[src/rtl/bfic_ram.sv]
`default_nettype none

module bfic_ram #(
  parameter int DEPTH = 16,
  parameter int WIDTH = 8,
  localparam int AW = $clog2(DEPTH)
) (
  input  wire logic             clk,
  input  wire logic             we,
  input  wire logic [AW-1:0]    waddr,
  input  wire logic [WIDTH-1:0] wdata,
  input  wire logic [AW-1:0]    raddr,
  output logic      [WIDTH-1:0] rdata
);

  logic [WIDTH-1:0] mem [DEPTH];

  always_ff @(posedge clk) begin
    if (we) begin
      mem[waddr] <= wdata;
    end
  end

  always_ff @(posedge clk) begin
    rdata <= mem[raddr];
  end

endmodule

`default_nettype wire

[config.mk]
export PLATFORM = sky130hd
export DESIGN_NAME = bfic_ram
export DESIGN_NICKNAME = d
export VERILOG_FILES = /design/src/rtl/bfic_ram.sv
export SDC_FILE = /design/constraint.sdc
export NUM_CORES = 1
export LEC_CHECK = 0
export BUFFER_PORTS_ARGS = -buffer_cell sky130_fd_sc_hd__buf_2
export CORE_MARGIN = 3
export CORE_UTILIZATION = 30
export DETAILED_ROUTE_END_ITERATION = 12
export HOLD_SLACK_MARGIN = 0.02
export PLACE_DENSITY_LB_ADDON = 0.15
export SLEW_MARGIN = 20
export SYNTH_ARGS = -nofsm -noshare
export SYNTH_HDL_FRONTEND = slang
export SYNTH_SLANG_ARGS = --single-unit
[constraint.sdc]
create_clock -name clk -period 5.1 [get_ports clk]
set_clock_uncertainty 0.2 [all_clocks]
set_input_delay 0.51 -clock clk [delete_from_list [all_inputs] [get_ports clk]]
set_output_delay 0.51 -clock clk [all_outputs]
set_load 0.005 [all_outputs]
==> flow_summary.toml, run 1 <==
[job]
max_cap_viol_count = 0

[detailed_routing]
totalWireLength_mm = 10.7
viasPerCell = 4.70
avgRoutedWirePerCell_um = 21.3
post-route-drc-count = 0
drtAntennaViolNets = 0
route.vias.total = 2357
dr.pass1.iters = 5
dr.first_iter.drc_count = 192

[critical_path]
required_ns = 5.19
r2r-start = "mem[1][3]"
critPathLaunchType = "input pin"
cp.arrival_ns = 2.37
critPathKind = "input pin to register"
crit_start = "raddr[0]"
crit_path_max_fanout = 22
end_kind = "register"

[clock_tree]
clk_pin_slew_worst_paths_ns = 0.05
cts_made_buffers = 17
ctsResizeCount = 0
cts_setup_buffers = 0
cts_tree = "done"
h-tree-depth = 4
cts_buffer_depth = 2
insertion_delay_ns = 0.41
postCtsHoldBufs = 0
clockRootBuffer = "clkbuf_16"
clock_sinks = 136

[placed_design]
preCtsSetupSlack_ns = 2.37
place_congestion = 0.704
dpl.hpwl_mm = 6.67
io_buffer_count = 25
placed_cell_area_um2 = 5500

[floorplanning]
die_x_um = 137
die_h_um = 137
core.rowCount = 47
initial_core_util = 0.308
core_um2 = 16700
ios = 26
die_area_um2 = 18800

[pwr]
ir_drop_mv = 0.229
switchingPower_uw = 501
p_sw_frac = 0.196
leakage_uw = 0.00200
power.total_uw = 2550
comb_power_share = 0.044
pwr-share-seq = 0.493
power_density_nw_per_um2 = 421
share_clk_of_total_power = 0.464
p_int_uw = 2050

[global_routing]
grt_start_max_net_pins = 33
grt_pass1_vias = 2477
track_usage = 0.124
globalRoute.totalOverflow = 0
grt_pass1_wl_mm = 16.0
grt_antenna_before_repair = 0

[yosys]
ys_types = 19
syn_area_per_cell_um2 = 22.5
netlist_instances = 229
yosysSeqAreaShare = 0.778
synth_area_um2 = 5150
ys_ff_latch = 136
synth_fp_nets = 247
yosys_warnings = 0

[timing]
tightest_slew_ns = 1.08
rsz0062_at_grt = "false"
fin_tns_setup_ns = 0
period_share = 0.446
worst_slack_ns = 2.83
setup_viol_count_final = 0
max_clock_freq_mhz = 440
drv_slew = 0
maxSlewHeadroom = 0.279
hold_viol = 0
period_minus_slack_ns = 2.27

[final_layout]
finish.instance_area_um2 = 6070
final_nets = 286
final_util = 0.363
drive_gt1_frac = 0.267
insertedDiodeCount = 0
area_growth_pct = 17.9
n_fill_cell = 1602

[hold_path]
holdCritPathClass = "input pin to register"
worstHoldStart = "wdata[4]"

[outcome]
status = "complete, no violations"
## critical path: stages
cell	delay [ns]
buf_2	0.32
buf_4	0.46
mux4_1	0.60
a22oi_1	0.34
nand2_1	0.10
## routing by layer
layer | routed length [um] | GRT usage | up-vias
met5 | 0 | 0 | -
met4 | 187 | 0.0571 | 0
met3 | 403 | 0.0349 | 15
met2 | 4860 | 0.181 | 52
met1 | 5220 | 0.172 | 1239
li1 | - | - | 1051
## cell usage in the layout (no fill, tap or decap), drive strengths merged, types with 2 or more instances in the layout
| cell | n |
|---|---|
| nor2 | 13 |
| buf | 30 |
| a22oi | 16 |
| bufinv | 3 |
| clkbuf | 19 |
| edfxtp | 128 |
| clkinv | 10 |
| nor3 | 4 |
| nand3b | 2 |
| mux4 | 32 |
| nand2b | 2 |
| nand2 | 9 |
| dfxtp | 8 |
## cells in the mapped netlist, drive strengths merged
| cell type | n | area share |
|---|---|---|
| a22oi | 16 | 0.023 |
| and2 | 1 | 0.0012 |
| and2b | 1 | 0.0015 |
| buf | 7 | 0.011 |
| clkdlybuf4s25 | 3 | 0.0058 |
| dfxtp | 8 | 0.031 |
| edfxtp | 128 | 0.75 |
| mux4 | 32 | 0.15 |
| nand2 | 9 | 0.0066 |
| nand2b | 2 | 0.0024 |
| nand3 | 1 | 0.00097 |
| nand3b | 2 | 0.0029 |
| nor2 | 13 | 0.0095 |
| nor2b | 1 | 0.0012 |
| nor3 | 4 | 0.0039 |
| or3b | 1 | 0.0017 |
## metrics by stage
stage	hold slack [ns]	cells
after detailed placement	0.462	469
after global routing	0.273	501
after global placement	0.456	469
final	0.279	501
after CTS	0.269	501
after floorplan	0.409	229
## cell type report
class	instances	area, um2	area share
Tap cell	220	275	0.0454
Clock inverter	13	135	0.0223
Clock buffer	19	433	0.0714
Multi-Input combinational cell	83	1060	0.174
Timing Repair Buffer	30	163	0.0268
Sequential cell	136	4000	0.660
## state kept, by name (all words and copies together), names as in the netlist
register and count:
rdata 8, mem 128
## final timing paths
kind | end | slack, ns | cells after the start
setup reg to reg | rdata[3] | 3.47 | 3
hold / removal | mem[6][4] | 0.28 | 1
hold reg to reg | rdata[2] | 0.47 | 3
setup / recovery | rdata[3] | 2.83 | 5
## power groups by stage
stage               Sequential (uW)  Combinational [uW]  Clock (uW)
finish                         1260                 111        1180
detailed placement             1280                 115           0
floorplan                      1280                63.4           0
global placement               1280                 113           0
global route                   1260                 122        1260
CTS                            1260                 115        1200
## logic make-up (layout without fill, tap and decap cells)
| kind of cell | Yosys count | after routing | share of synthesized area |
|---|---|---|---|
| AO/OA/AOI/OAI | 16 | 16 | 0.0233 |
| buffers and inverters | 10 | 62 | 0.0168 |
| flip-flops | 136 | 136 | 0.778 |
| multiplexers | 32 | 32 | 0.150 |
| AND/OR/NAND/NOR | 35 | 35 | 0.0318 |
(Power assumes the default switching activity.)
==> inputs of run 2 (changes only) <==
==> constraint.sdc (replaced) <==
create_clock -name clk -period 2.1 [get_ports clk]
set_clock_uncertainty 0.2 [all_clocks]
set_input_delay 0.21 -clock clk [delete_from_list [all_inputs] [get_ports clk]]
set_output_delay 0.21 -clock clk [all_outputs]
set_load 0.005 [all_outputs]
==> run 2 against run 1 <==
Register-to-register slack got worse by 3.0 ns. Sequential cell count unchanged. Cell count increased by 5.2%. Sequential power increased by 140%. Utilization increased by 1.5 points. Hold slack got worse by 0.18 ns. Die area unchanged. Via count increased by 4.8%. Total power increased by 140%. Largest power group unchanged. First-iteration DRC count increased by 3.1%.
==> flow_summary.toml, run 2 (same netlist as run 1, synthesis figures left out) <==
[timing]
period_share = 0.771
drv_slew = 0
tightest_slew_ns = 0.504
fin_tns_setup_ns = 0
worst_hold_slack_ns = 0.104
setup_viol_count_final = 0
hold_viol = 0
rsz0062_at_grt = "false"
maxSlewHeadroom = 0.664
period_minus_slack_ns = 1.62
max_clock_freq_mhz = 618

[critical_path]
crit_path_max_fanout = 1
required_ns = 2.19
critPathLaunchType = "register"
critPathKind = "register to register"
end_kind = "register"
cp.arrival_ns = 1.71

[global_routing]
grt_pass1_vias = 2515
globalRoute.totalOverflow = 0
grt_antenna_before_repair = 0
grt_start_max_net_pins = 33
track_usage = 0.127
grt_pass1_wl_mm = 16.5

[outcome]
status = "complete, no violations"

[pwr]
power.total_uw = 6170
switchingPower_uw = 1210
comb_power_share = 0.049
pwr-share-seq = 0.494
ir_drop_mv = 0.600
share_clk_of_total_power = 0.456
leakage_uw = 0.00215
p_int_uw = 4970
power_density_nw_per_um2 = 977
p_sw_frac = 0.196

[detailed_routing]
dr.pass1.iters = 4
route.vias.total = 2471
dr.first_iter.drc_count = 198
post-route-drc-count = 0
viasPerCell = 4.69
avgRoutedWirePerCell_um = 20.8
drtAntennaViolNets = 0
totalWireLength_mm = 11.0

[final_layout]
largest_register_ffs = 128
top_register = "mem"
insertedDiodeCount = 0
final_nets = 312
area_growth_pct = 22.8
largest_registers = "mem (128), rdata (8)"
final_util = 0.378
final_cell_mix = "edfxtp_1 (128), buf_2 (25), buf_4 (20), mux4_2 (18), clkbuf_16 (17)"
finish.instance_area_um2 = 6320
drive_gt1_frac = 0.313
mostFrequentLayoutCell = "edfxtp_1"

[clock_tree]
cts_made_buffers = 17
insertion_delay_ns = 0.41
h-tree-depth = 4
cts_tree = "done"
cts_setup_buffers = 0
ctsResizeCount = 0
clock_sinks = 136
clockRootBuffer = "clkbuf_16"
clk_pin_slew_worst_paths_ns = 0.05
cts_buffer_depth = 2

[floorplanning]
die_area_um2 = 18800
die_x_um = 137
initial_core_util = 0.308
die_h_um = 137
ios = 26
core_um2 = 16700
core.rowCount = 47

[placed_design]
place_congestion = 0.710
io_buffer_count = 25
placed_cell_area_um2 = 5670
dpl.hpwl_mm = 6.82

[hold_path]
holdCritPathClass = "input pin to register"

[job]
max_cap_viol_count = 0
==> run 2: routing by layer <==
layer,part of all wire,wire [um],track usage
met1,0.48,5230,0.179
met2,0.46,5070,0.189
met3,0.043,476,0.0301
met4,0.018,203,0.0571
met5,0,0,0
==> run 2: worst paths after layout <==
check / cells past startpoint / slack (ns) / from / endpoint
worst min register to register: 3 / 0.47 / mem[15][0] / rdata[0]
worst max-delay path: 3 / 0.48 / mem[0][1] / rdata[1]
worst max register to register: 3 / 0.48 / mem[0][1] / rdata[1]
worst min-delay path: 4 / 0.10 / raddr[2] / rdata[1]
==> run 2: critical path, cell delays in order (launching register included) <==
cell      delay, ns
edfxtp_1       0.36
mux4_1         0.49
a22oi_1        0.36
nand2_1        0.09
==> run 2: stage by stage <==
stage / setup WS [ns] / instances
3_3_place_gp: 0.237 / 487
5_1_grt: 0.423 / 527
2_1_floorplan: 0.197 / 229
4_1_cts: 0.488 / 527
6_report: 0.482 / 527
3_5_place_dp: 0.243 / 487
==> run 2: area by class of cell <==
class / count / area, um2
clock buffer: 22 / 464
sequential: 136 / 4000
fill: 1543 / 10400
multi-input combinational: 83 / 1060
clock inverter: 10 / 103
tap: 220 / 275
timing repair buffer: 56 / 415
==> run 2: timing repair <==
action	in CTS	in global routing
hold buffers	8	0
setup endpoints to repair	0	0
endpoints found under the hold margin	128	0
==> run 2: power groups by stage <==
stage | Combinational (uW) | Sequential (uW) | Clock [uW]
after floorplan | 154 | 3110 | 0
after global placement | 298 | 3110 | 0
after detailed placement | 300 | 3110 | 0
after CTS | 312 | 3050 | 2900
after global routing | 335 | 3060 | 3020
final | 304 | 3050 | 2820
